### config.mk
export PLATFORM = sky130hd
export DESIGN_NAME = sequence_parameter_set_parser_core
export DESIGN_NICKNAME = d
export VERILOG_FILES = /design/src/hw/rtl/spsp_pkg.sv /design/src/hw/rtl/sequence_parameter_set_parser_core.sv /design/src/hw/rtl/spsp_front.sv /design/src/hw/rtl/spsp_queue.sv /design/src/hw/rtl/spsp_back.sv
export SDC_FILE = /design/constraint.sdc
export NUM_CORES = 1
export LEC_CHECK = 0
export BUFFER_PORTS_ARGS = -buffer_cell sky130_fd_sc_hd__buf_2
export CAP_MARGIN = 20
export CORE_MARGIN = 1
export CORE_UTILIZATION = 60
export CTS_CLUSTER_SIZE = 25
export DETAILED_ROUTE_END_ITERATION = 10
export GPL_TIMING_DRIVEN = 0
export PLACE_DENSITY = 0.79
export SLEW_MARGIN = 5
export SYNTH_ARGS = -nofsm -noshare
export SYNTH_HDL_FRONTEND = slang
export SYNTH_SLANG_ARGS = --single-unit
export TNS_END_PERCENT = 20
### constraint.sdc
create_clock -name clock -period 11.35 [get_ports clock]
set_input_delay 2.27 -clock clock [delete_from_list [all_inputs] [get_ports clock]]
set_output_delay 2.27 -clock clock [all_outputs]
set_load 0.005 [all_outputs]
### src/hw/rtl/spsp_pkg.sv
`timescale 1ns / 1ps

package spsp_pkg;

   // Syntax positions
   localparam logic [4:0] POS_HDR    = 5'd0;
   localparam logic [4:0] POS_PROF   = 5'd2;
   localparam logic [4:0] POS_POCT   = 5'd9;
   localparam logic [4:0] POS_LSB    = 5'd10;
   localparam logic [4:0] POS_DPOAZ  = 5'd11;
   localparam logic [4:0] POS_NREFC  = 5'd14;
   localparam logic [4:0] POS_OFFREF = 5'd15;
   localparam logic [4:0] POS_NREF   = 5'd16;
   localparam logic [4:0] POS_FMBS   = 5'd20;
   localparam logic [4:0] POS_MBAFF  = 5'd21;
   localparam logic [4:0] POS_D8X8   = 5'd22;
   localparam logic [4:0] POS_VUI    = 5'd23;
   localparam logic [4:0] POS_STOP   = 5'd24;
   localparam logic [4:0] POS_ALIGN  = 5'd25;
   localparam logic [4:0] POS_DONE   = 5'd26;
   localparam logic [4:0] POS_NOSTOP = 5'd27;
   localparam logic [4:0] POS_OVF    = 5'd28;
   localparam logic [4:0] POS_VUIUNS = 5'd29;

   // Element numbers
   localparam logic [4:0] ID_REF_IDC   = 5'd0;
   localparam logic [4:0] ID_UNIT_TYPE = 5'd1;
   localparam logic [4:0] ID_STATUS    = 5'd23;

   // Final status codes
   localparam logic [2:0] ST_OK       = 3'd0;
   localparam logic [2:0] ST_NO_STOP  = 3'd1;
   localparam logic [2:0] ST_RAN_OUT  = 3'd2;
   localparam logic [2:0] ST_UE_OVF   = 3'd3;
   localparam logic [2:0] ST_VUI_UNS  = 3'd4;

   localparam logic [7:0] MAX_REF_CYCLE = 8'd255;

   // Byte queue geometry
   localparam int QDEPTH = 4;
   localparam int QPTR_W = $clog2(QDEPTH);

   typedef struct packed {
      logic [7:0] data;
      logic       last;
      logic       hdr;
   } qentry_type;

   // Fixed field width in bits, zero for Exp-Golomb fields
   function automatic logic [3:0] field_width(input logic [4:0] p);
      logic [3:0] w;
      case (p)
         5'd2, 5'd3: w = 4'd8;
         5'd4, 5'd5, 5'd6, 5'd11, 5'd17, 5'd20, 5'd21, 5'd22, 5'd23: w = 4'd1;
         default: w = 4'd0;
      endcase
      return w;
   endfunction

   function automatic logic field_signed(input logic [4:0] p);
      return (p == 5'd12) || (p == 5'd13) || (p == 5'd15);
   endfunction

endpackage

### src/hw/rtl/sequence_parameter_set_parser_core.sv
`timescale 1ns / 1ps
// Parses one H.264 sequence parameter set NAL unit (emulation bytes already
// removed). The unit arrives as byte beats on req_ and leaves as one element beat
// per decoded syntax field (the VUI flag apart) on rsp_. A status beat (element
// 23, tlast high) closes the unit on the beat marked req_tlast. The Exp-Golomb
// decoder consumes one bit per cycle while the output is free. It fetches a byte
// from its idle state for the first byte after the header and for any byte that
// arrives after the byte queue has run empty; otherwise it takes the next byte as
// it finishes the current one. The status beat follows the last byte. A four-beat
// queue lets input beats be taken while the decoder or the output is busy. A
// stalled result holds the decoder. VUI parameters are not parsed.

module sequence_parameter_set_parser_core (
   input  logic        clock,
   input  logic        reset,
   input  logic        req_tvalid,
   output logic        req_tready,
   input  logic [7:0]  req_tdata,   // [7:0] data_byte
   input  logic        req_tlast,   // last_byte
   output logic        rsp_tvalid,
   input  logic        rsp_tready,
   output logic [47:0] rsp_tdata,   // [4:0] element_id, [37:5] element_value,
                                    // [40:38] status, [47:41] zero
   output logic        rsp_tlast    // last_result
);

   spsp_pkg::qentry_type push_entry, pop_entry;
   logic q_push, q_full, q_pop, q_valid;
   logic [4:0]  rsp_id;
   logic [32:0] rsp_value;
   logic [2:0]  rsp_status;

   spsp_front u_front (
      .clock(clock), .reset(reset),
      .req_tvalid(req_tvalid), .req_tready(req_tready),
      .req_tdata(req_tdata), .req_tlast(req_tlast),
      .q_full(q_full), .q_push(q_push), .q_entry(push_entry)
   );

   spsp_queue u_queue (
      .clock(clock), .reset(reset),
      .push(q_push), .wr_entry(push_entry), .full(q_full),
      .pop(q_pop), .rd_valid(q_valid), .rd_entry(pop_entry)
   );

   spsp_back u_back (
      .clock(clock), .reset(reset),
      .q_valid(q_valid), .q_entry(pop_entry), .q_pop(q_pop),
      .rsp_tvalid(rsp_tvalid), .rsp_tready(rsp_tready),
      .rsp_id(rsp_id), .rsp_value(rsp_value), .rsp_status(rsp_status),
      .rsp_last(rsp_tlast)
   );

   assign rsp_tdata = {7'd0, rsp_status, rsp_value, rsp_id};

endmodule

### src/hw/rtl/spsp_front.sv
`timescale 1ns / 1ps

module spsp_front (
   input  logic                  clock,
   input  logic                  reset,
   input  logic                  req_tvalid,
   output logic                  req_tready,
   input  logic [7:0]            req_tdata,
   input  logic                  req_tlast,
   input  logic                  q_full,
   output logic                  q_push,
   output spsp_pkg::qentry_type  q_entry
);

   logic hdr_ff, hdr_in;

   // Take a beat whenever the queue has room
   assign req_tready   = !q_full;
   assign q_push       = req_tvalid && !q_full;
   assign q_entry.data = req_tdata;
   assign q_entry.last = req_tlast;
   assign q_entry.hdr  = hdr_ff;

   // The beat after a last beat opens a new unit
   always_comb begin
      hdr_in = hdr_ff;
      if (q_push) hdr_in = req_tlast;
   end

   always_ff @(posedge clock) begin
      if (reset) hdr_ff <= 1'b1;
      else       hdr_ff <= hdr_in;
   end

endmodule

### src/hw/rtl/spsp_queue.sv
`timescale 1ns / 1ps

module spsp_queue (
   input  logic                  clock,
   input  logic                  reset,
   input  logic                  push,
   input  spsp_pkg::qentry_type  wr_entry,
   output logic                  full,
   input  logic                  pop,
   output logic                  rd_valid,
   output spsp_pkg::qentry_type  rd_entry
);

   spsp_pkg::qentry_type mem_ff [spsp_pkg::QDEPTH];
   logic [spsp_pkg::QPTR_W-1:0] wr_ptr_ff, wr_ptr_in, rd_ptr_ff, rd_ptr_in;
   logic [spsp_pkg::QPTR_W:0]   count_ff, count_in;

   assign full     = (count_ff == (spsp_pkg::QPTR_W+1)'(spsp_pkg::QDEPTH));
   assign rd_valid = (count_ff != '0);
   assign rd_entry = mem_ff[rd_ptr_ff];

   // Advance pointers and occupancy
   always_comb begin
      wr_ptr_in = wr_ptr_ff + (spsp_pkg::QPTR_W)'(push);
      rd_ptr_in = rd_ptr_ff + (spsp_pkg::QPTR_W)'(pop);
      count_in  = count_ff + (spsp_pkg::QPTR_W+1)'(push) - (spsp_pkg::QPTR_W+1)'(pop);
   end

   always_ff @(posedge clock) begin
      if (reset) begin
         wr_ptr_ff <= '0;
         rd_ptr_ff <= '0;
         count_ff  <= '0;
      end else begin
         wr_ptr_ff <= wr_ptr_in;
         rd_ptr_ff <= rd_ptr_in;
         count_ff  <= count_in;
      end
   end

   always_ff @(posedge clock) begin
      if (push) mem_ff[wr_ptr_ff] <= wr_entry;
   end

endmodule

### src/hw/rtl/spsp_back.sv
`timescale 1ns / 1ps

module spsp_back (
   input  logic                  clock,
   input  logic                  reset,
   input  logic                  q_valid,
   input  spsp_pkg::qentry_type  q_entry,
   output logic                  q_pop,
   output logic                  rsp_tvalid,
   input  logic                  rsp_tready,
   output logic [4:0]            rsp_id,
   output logic [32:0]           rsp_value,
   output logic [2:0]            rsp_status,
   output logic                  rsp_last
);

   typedef enum logic [3:0] {
      S_IDLE = 4'b0001,
      S_HDR  = 4'b0010,
      S_BITS = 4'b0100,
      S_STAT = 4'b1000
   } state_type;

   state_type   state_ff, state_in;
   logic [7:0]  byte_ff, byte_in;
   logic        last_ff, last_in;
   logic [2:0]  cnt_ff, cnt_in;
   logic [4:0]  pos_ff, pos_in;
   logic [5:0]  lz_ff, lz_in;
   logic [32:0] acc_ff, acc_in;
   logic [3:0]  fbl_ff, fbl_in;
   logic [7:0]  loop_ff, loop_in;
   logic        suf_ff, suf_in;
   logic        vld_ff, vld_in;
   logic [4:0]  id_ff, id_in;
   logic [32:0] val_ff, val_in;
   logic [2:0]  st_ff, st_in;
   logic        lr_ff, lr_in;

   assign rsp_tvalid = vld_ff;
   assign rsp_id     = id_ff;
   assign rsp_value  = val_ff;
   assign rsp_status = st_ff;
   assign rsp_last   = lr_ff;

   always_comb begin
      logic        out_free;
      logic        bitv;
      logic        fin;
      logic [32:0] fv;
      logic [32:0] shifted;
      logic [3:0]  fbl_dec;
      logic [5:0]  lz_inc;
      logic [7:0]  lc;
      logic [4:0]  nxt;

      out_free = !vld_ff || rsp_tready;
      state_in = state_ff;
      byte_in  = byte_ff;
      last_in  = last_ff;
      cnt_in   = cnt_ff;
      pos_in   = pos_ff;
      lz_in    = lz_ff;
      acc_in   = acc_ff;
      fbl_in   = fbl_ff;
      loop_in  = loop_ff;
      suf_in   = suf_ff;
      q_pop    = 1'b0;
      vld_in   = vld_ff && !rsp_tready;
      id_in    = id_ff;
      val_in   = val_ff;
      st_in    = st_ff;
      lr_in    = lr_ff;
      bitv     = byte_ff[3'd7 - cnt_ff];
      fin      = 1'b0;
      fv       = '0;
      shifted  = {acc_ff[31:0], bitv};
      fbl_dec  = fbl_ff - 4'd1;
      lz_inc   = lz_ff + 6'd1;
      lc       = loop_ff;
      nxt      = pos_ff + 5'd1;

      case (state_ff)
         // Pull the next byte from the queue; a header byte also emits ref_idc
         S_IDLE: begin
            if (q_valid && out_free) begin
               q_pop   = 1'b1;
               byte_in = q_entry.data;
               last_in = q_entry.last;
               cnt_in  = '0;
               if (q_entry.hdr) begin
                  vld_in   = 1'b1;
                  id_in    = spsp_pkg::ID_REF_IDC;
                  val_in   = {31'd0, q_entry.data[6:5]};
                  st_in    = spsp_pkg::ST_OK;
                  lr_in    = 1'b0;
                  state_in = S_HDR;
               end else begin
                  state_in = S_BITS;
               end
            end
         end
         // Emit unit type, then start on profile, or go to status if the header was the last byte
         S_HDR: begin
            if (out_free) begin
               vld_in   = 1'b1;
               id_in    = spsp_pkg::ID_UNIT_TYPE;
               val_in   = {28'd0, byte_ff[4:0]};
               st_in    = spsp_pkg::ST_OK;
               lr_in    = 1'b0;
               pos_in   = spsp_pkg::POS_PROF;
               acc_in   = '0;
               lz_in    = '0;
               suf_in   = 1'b0;
               fbl_in   = spsp_pkg::field_width(spsp_pkg::POS_PROF);
               cnt_in   = '0;
               state_in = last_ff ? S_STAT : S_IDLE;
            end
         end
         // One bit a cycle while the output is free
         S_BITS: begin
            if (out_free) begin
               cnt_in = cnt_ff + 3'd1;
               if (pos_ff >= spsp_pkg::POS_DONE || pos_ff == spsp_pkg::POS_HDR) begin
                  // ignore trailing bytes
               end else if (pos_ff == spsp_pkg::POS_STOP) begin
                  if (!bitv)              pos_in = spsp_pkg::POS_NOSTOP;
                  else if (cnt_ff == 3'd7) pos_in = spsp_pkg::POS_DONE;
                  else                    pos_in = spsp_pkg::POS_ALIGN;
               end else if (pos_ff == spsp_pkg::POS_ALIGN) begin
                  if (bitv)               pos_in = spsp_pkg::POS_NOSTOP;
                  else if (cnt_ff == 3'd7) pos_in = spsp_pkg::POS_DONE;
               end else if (spsp_pkg::field_width(pos_ff) != 4'd0) begin
                  acc_in = shifted;
                  fbl_in = fbl_dec;
                  if (fbl_dec == 4'd0) begin
                     fin = 1'b1;
                     fv  = shifted;
                  end
               end else if (!suf_ff) begin
                  if (!bitv) begin
                     lz_in = lz_inc;
                     if (lz_inc >= 6'd32) pos_in = spsp_pkg::POS_OVF;
                  end else if (lz_ff == 6'd0) begin
                     fin = 1'b1;
                     fv  = '0;
                  end else begin
                     suf_in = 1'b1;
                     acc_in = 33'd1;
                  end
               end else begin
                  acc_in = shifted;
                  lz_in  = lz_ff - 6'd1;
                  if (lz_ff == 6'd1) begin
                     fin = 1'b1;
                     fv  = shifted - 33'd1;
                  end
               end

               // Field complete: emit it unless it is the VUI flag, and pick the next element
               if (fin) begin
                  if (pos_ff != spsp_pkg::POS_VUI) begin
                     vld_in = 1'b1;
                     id_in  = pos_ff;
                     st_in  = spsp_pkg::ST_OK;
                     lr_in  = 1'b0;
                     if (spsp_pkg::field_signed(pos_ff))
                        val_in = fv[0] ? ((fv + 33'd1) >> 1) : (33'd0 - (fv >> 1));
                     else
                        val_in = fv;
                  end
                  case (pos_ff)
                     spsp_pkg::POS_POCT: begin
                        if (fv == 33'd0)      nxt = spsp_pkg::POS_LSB;
                        else if (fv == 33'd1) nxt = spsp_pkg::POS_DPOAZ;
                        else                  nxt = spsp_pkg::POS_NREF;
                     end
                     spsp_pkg::POS_LSB: nxt = spsp_pkg::POS_NREF;
                     spsp_pkg::POS_NREFC, spsp_pkg::POS_OFFREF: begin
                        if (pos_ff == spsp_pkg::POS_NREFC)
                           lc = (fv > {25'd0, spsp_pkg::MAX_REF_CYCLE}) ?
                                spsp_pkg::MAX_REF_CYCLE : fv[7:0];
                        else
                           lc = loop_ff - 8'd1;
                        loop_in = lc;
                        nxt = (lc == 8'd0) ? spsp_pkg::POS_NREF : spsp_pkg::POS_OFFREF;
                     end
                     spsp_pkg::POS_FMBS:
                        nxt = fv[0] ? spsp_pkg::POS_D8X8 : spsp_pkg::POS_MBAFF;
                     spsp_pkg::POS_VUI:
                        nxt = (fv != 33'd0) ? spsp_pkg::POS_VUIUNS : spsp_pkg::POS_STOP;
                     default: nxt = pos_ff + 5'd1;
                  endcase
                  pos_in = nxt;
                  acc_in = '0;
                  lz_in  = '0;
                  suf_in = 1'b0;
                  fbl_in = spsp_pkg::field_width(nxt);
               end

               // End of byte: status, next byte, or wait
               if (cnt_ff == 3'd7) begin
                  if (last_ff) begin
                     state_in = S_STAT;
                  end else if (q_valid && !q_entry.hdr) begin
                     q_pop   = 1'b1;
                     byte_in = q_entry.data;
                     last_in = q_entry.last;
                  end else begin
                     state_in = S_IDLE;
                  end
               end
            end
         end
         // Final status, then back to reset state
         S_STAT: begin
            if (out_free) begin
               vld_in = 1'b1;
               id_in  = spsp_pkg::ID_STATUS;
               lr_in  = 1'b1;
               val_in = (pos_ff == spsp_pkg::POS_VUIUNS) ? 33'd1 : 33'd0;
               case (pos_ff)
                  spsp_pkg::POS_DONE:   st_in = spsp_pkg::ST_OK;
                  spsp_pkg::POS_NOSTOP: st_in = spsp_pkg::ST_NO_STOP;
                  spsp_pkg::POS_OVF:    st_in = spsp_pkg::ST_UE_OVF;
                  spsp_pkg::POS_VUIUNS: st_in = spsp_pkg::ST_VUI_UNS;
                  default:              st_in = spsp_pkg::ST_RAN_OUT;
               endcase
               pos_in   = spsp_pkg::POS_HDR;
               acc_in   = '0;
               lz_in    = '0;
               suf_in   = 1'b0;
               fbl_in   = '0;
               loop_in  = '0;
               cnt_in   = '0;
               state_in = S_IDLE;
            end
         end
         default: state_in = S_IDLE;
      endcase
   end

   always_ff @(posedge clock) begin
      if (reset) begin
         state_ff <= S_IDLE;
         cnt_ff   <= '0;
         pos_ff   <= spsp_pkg::POS_HDR;
         lz_ff    <= '0;
         acc_ff   <= '0;
         fbl_ff   <= '0;
         loop_ff  <= '0;
         suf_ff   <= 1'b0;
         vld_ff   <= 1'b0;
      end else begin
         state_ff <= state_in;
         cnt_ff   <= cnt_in;
         pos_ff   <= pos_in;
         lz_ff    <= lz_in;
         acc_ff   <= acc_in;
         fbl_ff   <= fbl_in;
         loop_ff  <= loop_in;
         suf_ff   <= suf_in;
         vld_ff   <= vld_in;
      end
   end

   // Payload registers
   always_ff @(posedge clock) begin
      byte_ff <= byte_in;
      last_ff <= last_in;
      id_ff   <= id_in;
      val_ff  <= val_in;
      st_ff   <= st_in;
      lr_ff   <= lr_in;
   end

endmodule

==> results of run 1 <==
-- worst paths after layout --
check,startpoint,to,slack (ns),depth (start not counted)
min reg2reg,u_back.loop_ff[7]$_SDFFE_PP0P_,u_back.loop_ff[7]$_SDFFE_PP0P_,0.49,2
max,u_back.pos_ff[1]$_SDFFE_PP0P_,register,3.17,22
min,u_back.loop_ff[7]$_SDFFE_PP0P_,u_back.loop_ff[7]$_SDFFE_PP0P_,0.49,2
max reg2reg,u_back.pos_ff[1]$_SDFFE_PP0P_,register,3.17,22
-- cells in the mapped netlist (all sizes together), types with 4 or more instances --
cell type,n
a211oi,29
a21o,11
a21oi,102
a221oi,5
a22o,4
a22oi,6
a311oi,6
a31oi,16
and2,15
and3,20
buf,17
clkbuf,72
dfxtp,74
edfxtp,91
ha,23
inv,31
mux2,4
mux2i,7
mux4,11
nand2,142
nand2b,9
nand3,66
nand4,30
nand4b,5
nor2,117
nor2b,12
nor3,37
nor3b,4
nor4,24
nor4b,8
o211ai,14
o21a,11
o21ai,58
o22ai,5
o311ai,6
o31ai,8
or2,7
or3,16
or4,18
xnor2,32
xor2,17
-- final cells by class --
type	instances	area, sq um	share of cell area [%]
Multi-Input combinational cell	961	5940	49.9
Sequential cell	165	4210	35.4
Clock buffer	17	425	3.57
Buffer	89	369	3.10
Timing Repair Buffer	66	347	2.91
Tap cell	225	282	2.37
Clock inverter	15	204	1.71
Inverter	32	120	1.01
-- sequential cells by signal, indices dropped and copies added, names as in the netlist, named ones only --
name,cells
u_back.acc_ff,32
u_back.pos_ff,5
u_back.rsp_value,33
u_back.last_ff,1
u_back.rsp_tvalid,1
u_back.state_ff,4
u_queue.rd_ptr_ff,2
u_back.rsp_id,5
u_back.suf_ff,1
u_back.loop_ff,8
u_back.cnt_ff,3
u_back.rsp_last,1
u_queue.mem_ff,40
u_queue.wr_ptr_ff,2
u_back.fbl_ff,4
u_queue.count_ff,3
u_back.rsp_status,3
u_back.byte_ff,8
u_front.hdr_ff,1
u_back.lz_ff,6
-- through the flow --
stage / hold slack, ns / instance area (sq um) / util, % / instances
3_3_place_gp: 0.476 / 11200 / 64.8 / 1528
6_report: 0.489 / 11900 / 69.0 / 1570
5_1_grt: 0.503 / 11900 / 69.0 / 1570
4_1_cts: 0.492 / 11900 / 68.9 / 1567
2_1_floorplan: 0.457 / 10600 / - / 1247
3_5_place_dp: 0.482 / 11300 / 65.3 / 1535
-- routing by layer --
metal	vias up	part of all wire, %
met5	-	0
met4	0	3.5
met3	104	10
met2	678	44
met1	4878	43
li1	4817	-
-- power groups by stage --
stage	Clock (W)	Sequential [W]	Combinational [W]
5_1_grt	0.000632	0.000867	0.000898
6_report	0.000608	0.000855	0.000823
2_1_floorplan	0	0.000882	0.000515
3_3_place_gp	0	0.000879	0.000758
3_5_place_dp	0	0.000867	0.000799
4_1_cts	0.000609	0.000855	0.000805
-- worst max-delay path, cell delays in order (launching register included) --
cell	delay, ns
dfxtp_1	0.48
inv_1	0.13
ha_1	0.30
or2_2	0.30
clkbuf_1	0.20
a211oi_1	0.65
nand2_1	0.18
clkbuf_1	0.28
nor2_1	0.41
clkbuf_1	0.41
nand2_1	0.42
clkinv_1	0.35
buf_1	0.56
ha_1	0.27
nand4_1	0.16
nor4_1	0.63
o31ai_1	0.21
a2111oi_0	0.73
a21o_1	0.32
a31oi_1	0.21
nor2_1	0.16
or4b_1	0.44
a41oi_1	0.28
-- cells by family (layout without fill, tap and decap cells) --
group	after synthesis	in the layout	synth area share (%)
simple gates	543	543	25.8
compound gates	316	316	19.3
flops	165	165	39.8
buf+inv	121	219	4.62
xor+xnor	49	49	4.05
fa+ha+maj	24	24	2.91
mux	22	22	3.43
other cells	1	7	0.0354
==> impl_metrics.yaml, run 1 <==
clocking:
  cts-root-buf: "clkbuf_16"
  cts_resized: 0
  ctsHoldBuffers: 0
  cts_post_setup_buffers_inserted: 0
  clock_latency_ns: 0.44
  htreeDepth: 4
  clk_pin_slew_worst_paths_ns: 0.08
  cts_tree: "built"
  cts_inserted_buffers: 17
  clk_path_buf_depth: 2
  cts_sinks: 165
route:
  wirelength_mm: 32.0
  drc_errors: 1
  drt_iter0_markers: 1504
  via_per_inst: 6.67
  routedWlPerCell_um: 20.4
  vias: 10500
  drtPass1Iterations: 11
  ant_nets: 0
timing:
  hold_viol_final: 0
  skew_ns: 0.0135
  fin_crit_ns: 8.18
  relSlewSlack_pct: 25.8
  setup_viol: 0
  setup_tns_ns: 0
  post-route-period-util_pct: 72.1
  fin_ws_ns: 3.17
  tightest_slew_ns: 1.10
  rsz0062_at_grt: "false"
  max_freq_mhz: 122
  slew_viol_final: 0
logic_synthesis:
  ys_types: 83
  synth_top_area_share_pct: 25.8
  synth-main-ff-cell: "edfxtp_1"
  ys_seq_area_share_pct: 39.8
  yosys.area.top_type: "edfxtp_1"
  async_reset_ff_share_pct: 0
  synth_seq_cells: 165
  syn-instance-count: 1241
  synth_edf_count: 91
  synthesis.area_sq_um: 10600
  yosys-top-cells-area: "edfxtp_1 26%, dfxtp_1 14%, nand2_1 5.0%"
  yosys_warnings: 0
  synth.avg_cell_area_sq_um: 8.53
final_layout:
  fillers: 1394
  layout_common_cells: "142 x nand2_1, 117 x nor2_1, 102 x a21oi_1"
  num_antenna_cells: 0
  layout.nets: 1369
  final_common_cell: "nand2_1"
  layout-drive-gt1-share_pct: 10.6
  syn_to_final_growth_pct: 12.4
global_route:
  grt_use_met2_pct: 54.5
  grtUsageMet1_pct: 50.7
  grt_pass1_vias: 9332
  grt_first_pass_wirelength_mm: 50.7
  grtUsageMet3_pct: 6.27
  grt_overflow_total: 0
  grt.total_usage_pct: 35.8
  gr-max-usage-layer: "met2"
  antenna_found_initial: 0
  grt_max_degree: 22
floorplanning:
  die_area_sq_um: 18200
  row_count: 48
  io_pins: 64
  initial_core_util_pct: 61.4
  fp.dieH_um: 135
  die_w_um: 135
  core_sq_um: 17200
flow_run:
  drv_cap: 0
setup_path:
  endpoint_kind: "register"
  cp.required_ns: 11.69
  worst-path-max-fanout: 11
  start_kind: "register"
  crit_type: "reg -> reg"
  cp.arrival_ns: 8.52
power_and_ir_drop:
  p_int_w: 0.00141
  p_switching_w: 0.000874
  p_total_w: 0.00229
  p_sw_share_pct: 38.2
  comb_power_share_pct: 36.0
  p_leak_nw: 4.37
  vdd_drop_max_v: 0.000135
  p_per_area_nw_per_um2: 192
  clockPowerShare_pct: 26.6
  seqPwrFrac_pct: 37.4
place:
  place.detailed.hpwl_mm: 23.8
  place_ws_ns: 3.45
  portBuffers: 56
  globalplace.congestion: 1.02
status:
  violations: "design-rule violations"
  outcome: "complete, but fails checks"
worst_hold_path:
  hold_path_class: "reg -> reg"
Power figures use the tool's default switching activity.
==> inputs of run 2 (changes only) <==
--- a/config.mk
+++ b/config.mk
@@ -8,11 +8,11 @@
 export BUFFER_PORTS_ARGS = -buffer_cell sky130_fd_sc_hd__buf_2
 export CAP_MARGIN = 20
 export CORE_MARGIN = 1
-export CORE_UTILIZATION = 60
+export CORE_UTILIZATION = 56
 export CTS_CLUSTER_SIZE = 25
 export DETAILED_ROUTE_END_ITERATION = 10
 export GPL_TIMING_DRIVEN = 0
-export PLACE_DENSITY = 0.79
+export PLACE_DENSITY = 0.77
 export SLEW_MARGIN = 5
 export SYNTH_ARGS = -nofsm -noshare
 export SYNTH_HDL_FRONTEND = slang
==> constraint.sdc (replaced) <==
create_clock -name clock -period 7.2 [get_ports clock]
set_input_delay 1.44 -clock clock [delete_from_list [all_inputs] [get_ports clock]]
set_output_delay 1.44 -clock clock [all_outputs]
set_load 0.005 [all_outputs]
==> impl_metrics.yaml, run 2 (same netlist as run 1, synthesis figures left out) <==
status:
  outcome: "finished clean"
route:
  via_per_inst: 6.61
  ant_nets: 0
  drtPass1Iterations: 6
  routedWlPerCell_um: 20.5
  vias: 10400
  drc_errors: 0
  wirelength_mm: 32.2
  drt_iter0_markers: 1326
timing:
  fin_crit_ns: 6.77
  max_freq_mhz: 148
  relSlewSlack_pct: 28.5
  skew_ns: 0.0170
  rsz0062_at_grt: "false"
  setup_viol: 0
  setup_tns_ns: 0
  post-route-period-util_pct: 94.0
  hold_viol_final: 0
  tightest_slew_ns: 1.07
  slew_viol_final: 0
place:
  place.detailed.hpwl_mm: 24.6
  portBuffers: 56
  globalplace.congestion: 0.977
global_route:
  antenna_found_initial: 0
  grt_overflow_total: 0
  grt_max_degree: 20
  grt_first_pass_wirelength_mm: 51.3
  grt.total_usage_pct: 33.8
  grt_pass1_vias: 9398
setup_path:
  path_cells: "inv_1 -> ha_1 -> or2_2 -> clkbuf_1 -> a211oi_2 -> nand2_1 -> clkbuf_1 -> nor2_2 -> clkbuf_1 -> nand2_2 -> clkinv_2 -> ha_1 -> nand4_1 -> nor4_2 -> o31ai_1 -> a2111oi_1 -> a21o_1 -> a31oi_1 -> nor2_1 -> or4b_1 -> a41oi_1"
  crit_family: "simple AND/OR/NAND/NOR gates"
  cp.buffers_inverters: 5
  worst-path-max-fanout: 19
  r2r_cells: 21
  rrSetupSlack_ns: 0.43
  cpPeakStageDelay_ns: 0.56
  cp.arrival_ns: 7.11
  endpoint_kind: "register"
  start_kind: "register"
  cp_common_cell: "clkbuf_1"
  r2r_start: "u_back.pos_ff[0]$_SDFFE_PP0P_"
  crit_type: "reg -> reg"
  slowest_stage: "a2111oi_1"
  cp.required_ns: 7.54
final_layout:
  final_common_cell: "nand2_1"
  layout_common_cells: "141 x nand2_1, 116 x nor2_1, 102 x a21oi_1"
  syn_to_final_growth_pct: 12.3
  fin_util_pct: 65.1
  layout.nets: 1367
  layout-drive-gt1-share_pct: 11.0
  largest_reg_flops: 40
  fillers: 1564
  num_antenna_cells: 0
  top_register: "u_queue.mem_ff"
floorplanning:
  fp.dieH_um: 140
  initial_core_util_pct: 58.0
  core_sq_um: 18300
  die_area_sq_um: 19500
  die_w_um: 140
  io_pins: 64
  row_count: 49
power_and_ir_drop:
  p_leak_nw: 4.36
  vdd_drop_max_v: 0.000203
  p_per_area_nw_per_um2: 301
worst_hold_path:
  worstHoldPathCells: 2
  hold_path_class: "reg -> reg"
  hold_start: "u_back.loop_ff[7]$_SDFFE_PP0P_"
  worst_hold_path.endpoint: "u_back.loop_ff[7]$_SDFFE_PP0P_"
flow_run:
  drv_cap: 0
clocking:
  cts_tree: "built"
  htreeDepth: 4
  clk_path_buf_depth: 2
  cts_inserted_buffers: 17
  clk_pin_slew_worst_paths_ns: 0.08
  ctsHoldBuffers: 0
  clock_latency_ns: 0.44
  cts-root-buf: "clkbuf_16"
  cts_sinks: 165
-- run 2: report_power, final --
part           total, W  switching, W  leakage, nW  internal, W
sequential      0.00135     0.0000759         1.46      0.00127
clock          0.000929      0.000458        0.290     0.000471
combinational   0.00130      0.000832         2.60     0.000470
total           0.00358       0.00137         4.36      0.00221
-- run 2: worst min-delay path, stage by stage, from the launching register on --
cell     delay, ns
dfxtp_1       0.33
nand2_1       0.06
a21oi_1       0.05
-- run 2: layout make-up --
type | instances | area, sq um | share of cell area [%]
clock buffer | 17 | 425 | 3.58
buffer | 88 | 368 | 3.09
multi-input combinational | 961 | 5960 | 50.1
tap | 229 | 287 | 2.41
timing repair buffer | 65 | 339 | 2.85
inverter | 32 | 121 | 1.02
clock inverter | 15 | 180 | 1.51
sequential | 165 | 4210 | 35.4
-- run 2: per-stage QoR --
| step | power [W] | cell area [sq um] | hold WS, ns | cells | worst slack, ns |
|---|---|---|---|---|---|
| global route | 0.00376 | 11900 | 0.517 | 1572 | 0.104 |
| CTS | 0.00356 | 11900 | 0.482 | 1570 | 0.0664 |
| floorplan | 0.00220 | 10600 | 0.457 | 1247 | 1.48 |
| global placement | 0.00259 | 11200 | 0.469 | 1532 | -0.644 |
| finish | 0.00358 | 11900 | 0.482 | 1572 | 0.431 |
| detailed placement | 0.00264 | 11300 | 0.472 | 1539 | -0.621 |
-- run 2: worst max-delay path by stage --
stage,start,end,slack [ns],depth (start not counted)
6_report,u_back.pos_ff[0]$_SDFFE_PP0P_,register,0.43,21
3_5_place_dp,u_back.pos_ff[0]$_SDFFE_PP0P_,register,-0.62,22
2_1_floorplan,u_back.pos_ff[0]$_SDFFE_PP0P_,u_back.rsp_id[0]$_DFFE_PP_,1.48,11
3_3_place_gp,u_back.pos_ff[0]$_SDFFE_PP0P_,register,-0.64,22
4_1_cts,u_back.pos_ff[0]$_SDFFE_PP0P_,register,0.07,21
5_1_grt,u_back.pos_ff[1]$_SDFFE_PP0P_,register,0.10,22
-- run 2: layer usage --
metal	vias up	part of all wire (%)	global-route usage (%)	routed length, um
li1	4809	-	-	-
met1	4858	43	47.8	14000
met2	627	44	51.1	14100
met3	92	10	6.26	3210
met4	0	2.9	13.1	939
met5	-	0	0	0
-- run 2: what timing repair did --
action | 4_1_cts | 5_1_grt
setup endpoints to repair | 12 | 6
pin swaps | 0 | 0
buffers inserted | 0 | 0
hold endpoints to repair | 0 | 0
gates resized for setup | 2 | 6
==> inputs of run 3 (changes only) <==
--- a/config.mk
+++ b/config.mk
@@ -9,10 +9,12 @@
 export CAP_MARGIN = 20
 export CORE_MARGIN = 1
 export CORE_UTILIZATION = 56
+export CTS_CLUSTER_DIAMETER = 200
 export CTS_CLUSTER_SIZE = 25
 export DETAILED_ROUTE_END_ITERATION = 10
+export GPL_ROUTABILITY_DRIVEN = 0
 export GPL_TIMING_DRIVEN = 0
-export PLACE_DENSITY = 0.77
+export PLACE_DENSITY = 0.74
 export SLEW_MARGIN = 5
 export SYNTH_ARGS = -nofsm -noshare
 export SYNTH_HDL_FRONTEND = slang
==> impl_metrics.yaml, run 3 (same netlist as run 1, synthesis figures left out) <==
final_layout:
  layout-drive-gt1-share_pct: 11.1
  syn_to_final_growth_pct: 12.6
  final_common_cell: "nand2_1"
  layout_common_cells: "142 x nand2_1, 117 x nor2_1, 102 x a21oi_1"
  top_register: "u_queue.mem_ff"
  fin_cells: 1575
  layout.nets: 1370
  num_antenna_cells: 0
  largest_reg_flops: 40
worst_hold_path:
  hold_path_class: "reg -> reg"
  worstHoldPathCells: 2
  hold_start: "u_back.loop_ff[7]$_SDFFE_PP0P_"
  worst_hold_path.endpoint: "u_back.loop_ff[7]$_SDFFE_PP0P_"
setup_path:
  worst-path-max-fanout: 10
  crit_family: "simple AND/OR/NAND/NOR gates"
  r2r_cells: 18
  r2r_start: "u_back.cnt_ff[0]$_SDFFE_PP0P_"
  slowest_stage: "a2111oi_4"
  rrSetupSlack_ns: 0.26
  crit_type: "reg -> reg"
  start_kind: "register"
  cpPeakStageDelay_ns: 0.56
  cp.required_ns: 7.55
  cp.buffers_inverters: 3
  path_cells: "mux2_2 -> mux4_2 -> inv_1 -> buf_1 -> ha_1 -> nor3b_1 -> clkbuf_1 -> nand3_1 -> xnor2_1 -> or4_4 -> a2111oi_4 -> nand3_2 -> or4_1 -> a22o_1 -> a31o_1 -> o21a_1 -> or4b_1 -> a41oi_1"
  cp.arrival_ns: 7.29
  endpoint_kind: "register"
clocking:
  clk_path_buf_depth: 2
  cts_inserted_buffers: 17
  cts-root-buf: "clkbuf_16"
  clock_latency_ns: 0.45
  clk_pin_slew_worst_paths_ns: 0.08
  cts_sinks: 165
  cts_tree: "built"
  htreeDepth: 4
timing:
  setup_viol: 0
  rsz0062_at_grt: "false"
  slew_viol_final: 0
  hold_viol_final: 0
  fin_ws_ns: 0.256
  relSlewSlack_pct: 24.2
  post-route-period-util_pct: 96.4
  fin_crit_ns: 6.94
  max_freq_mhz: 144
  skew_ns: 0.0167
  tightest_slew_ns: 1.13
floorplanning:
  fp.dieH_um: 140
  initial_core_util_pct: 58.0
  core_sq_um: 18300
  die_area_sq_um: 19500
  die_w_um: 140
  io_pins: 64
  row_count: 49
status:
  outcome: "finished clean"
route:
  drtPass1Iterations: 6
  ant_nets: 0
  drt_iter0_markers: 1299
  drc_errors: 0
  via_per_inst: 6.56
  vias: 10300
  routedWlPerCell_um: 19.6
  wirelength_mm: 30.8
power_and_ir_drop:
  vdd_drop_max_v: 0.000189
  p_per_area_nw_per_um2: 300
  p_leak_nw: 4.37
place:
  portBuffers: 56
  dp.cells: 1539
  place.detailed.hpwl_mm: 22.8
  place_ws_ns: -0.490
global_route:
  antenna_found_initial: 0
  grt_first_pass_wirelength_mm: 49.4
  grt_pass1_vias: 9099
  grt_max_degree: 20
  grt.total_usage_pct: 32.2
  grt_overflow_total: 0
flow_run:
  drv_cap: 0
run 3: final cells by class:
cell class / count / area, sq um
Multi-Input combinational cell: 961 / 5960
Clock buffer: 17 / 425
Fill cell: 1539 / 6350
Sequential cell: 165 / 4210
Timing Repair Buffer: 68 / 365
Tap cell: 229 / 287
Buffer: 88 / 368
Clock inverter: 15 / 180
Inverter: 32 / 124
run 3: how the worst max path moves through the flow:
| stage | from | end | slack, ns | cells after the start |
|---|---|---|---|---|
| 3_3_place_gp | u_back.pos_ff[1]$_SDFFE_PP0P_ | register | -0.50 | 22 |
| 4_1_cts | u_back.pos_ff[0]$_SDFFE_PP0P_ | register | 0.06 | 21 |
| 5_1_grt | u_back.cnt_ff[0]$_SDFFE_PP0P_ | register | 0.003 | 18 |
| 2_1_floorplan | u_back.pos_ff[0]$_SDFFE_PP0P_ | u_back.rsp_id[0]$_DFFE_PP_ | 1.48 | 11 |
| 6_report | u_back.cnt_ff[0]$_SDFFE_PP0P_ | register | 0.26 | 18 |
| 3_5_place_dp | u_back.pos_ff[0]$_SDFFE_PP0P_ | register | -0.49 | 22 |
run 3: per-stage QoR:
step           power [W]  instance area, sq um  hold WS [ns]  TNS, ns  util [%]
5_1_grt          0.00375                 11900         0.528        0      65.2
3_3_place_gp     0.00257                 11200         0.476    -1.25      61.2
2_1_floorplan    0.00220                 10600         0.457        0         -
3_5_place_dp     0.00263                 11300         0.481   -0.983      61.6
4_1_cts          0.00355                 11900         0.493        0      64.9
6_report         0.00357                 11900         0.488        0      65.2
run 3: tightest hold or removal path: stages (launching register included):
cell and delay (ns):
dfxtp_1 0.34, nand2_1 0.06, a21oi_1 0.05
run 3: layer usage:
metal	GRT usage [%]	up-vias	share of wire (%)
met2	49.1	617	44
met3	6.64	90	9.5
met1	44.9	4801	43
li1	-	4825	-
met4	12.7	0	3.3
met5	0	-	0
run 3: timing repair:
action | in CTS | in global routing
buffers inserted | 0 | 2
gates resized for setup | 1 | 8
hold buffers | 0 | 0
endpoints found under the setup margin | 7 | 13
gates cloned | 0 | 0
run 3: where the power goes:
group	switching (W)	leakage [nW]	total, W	internal [W]
Combinational	0.000821	2.62	0.00129	0.000471
Sequential	0.0000806	1.46	0.00135	0.00127
Clock	0.000460	0.290	0.000930	0.000470
Total	0.00136	4.37	0.00357	0.00221
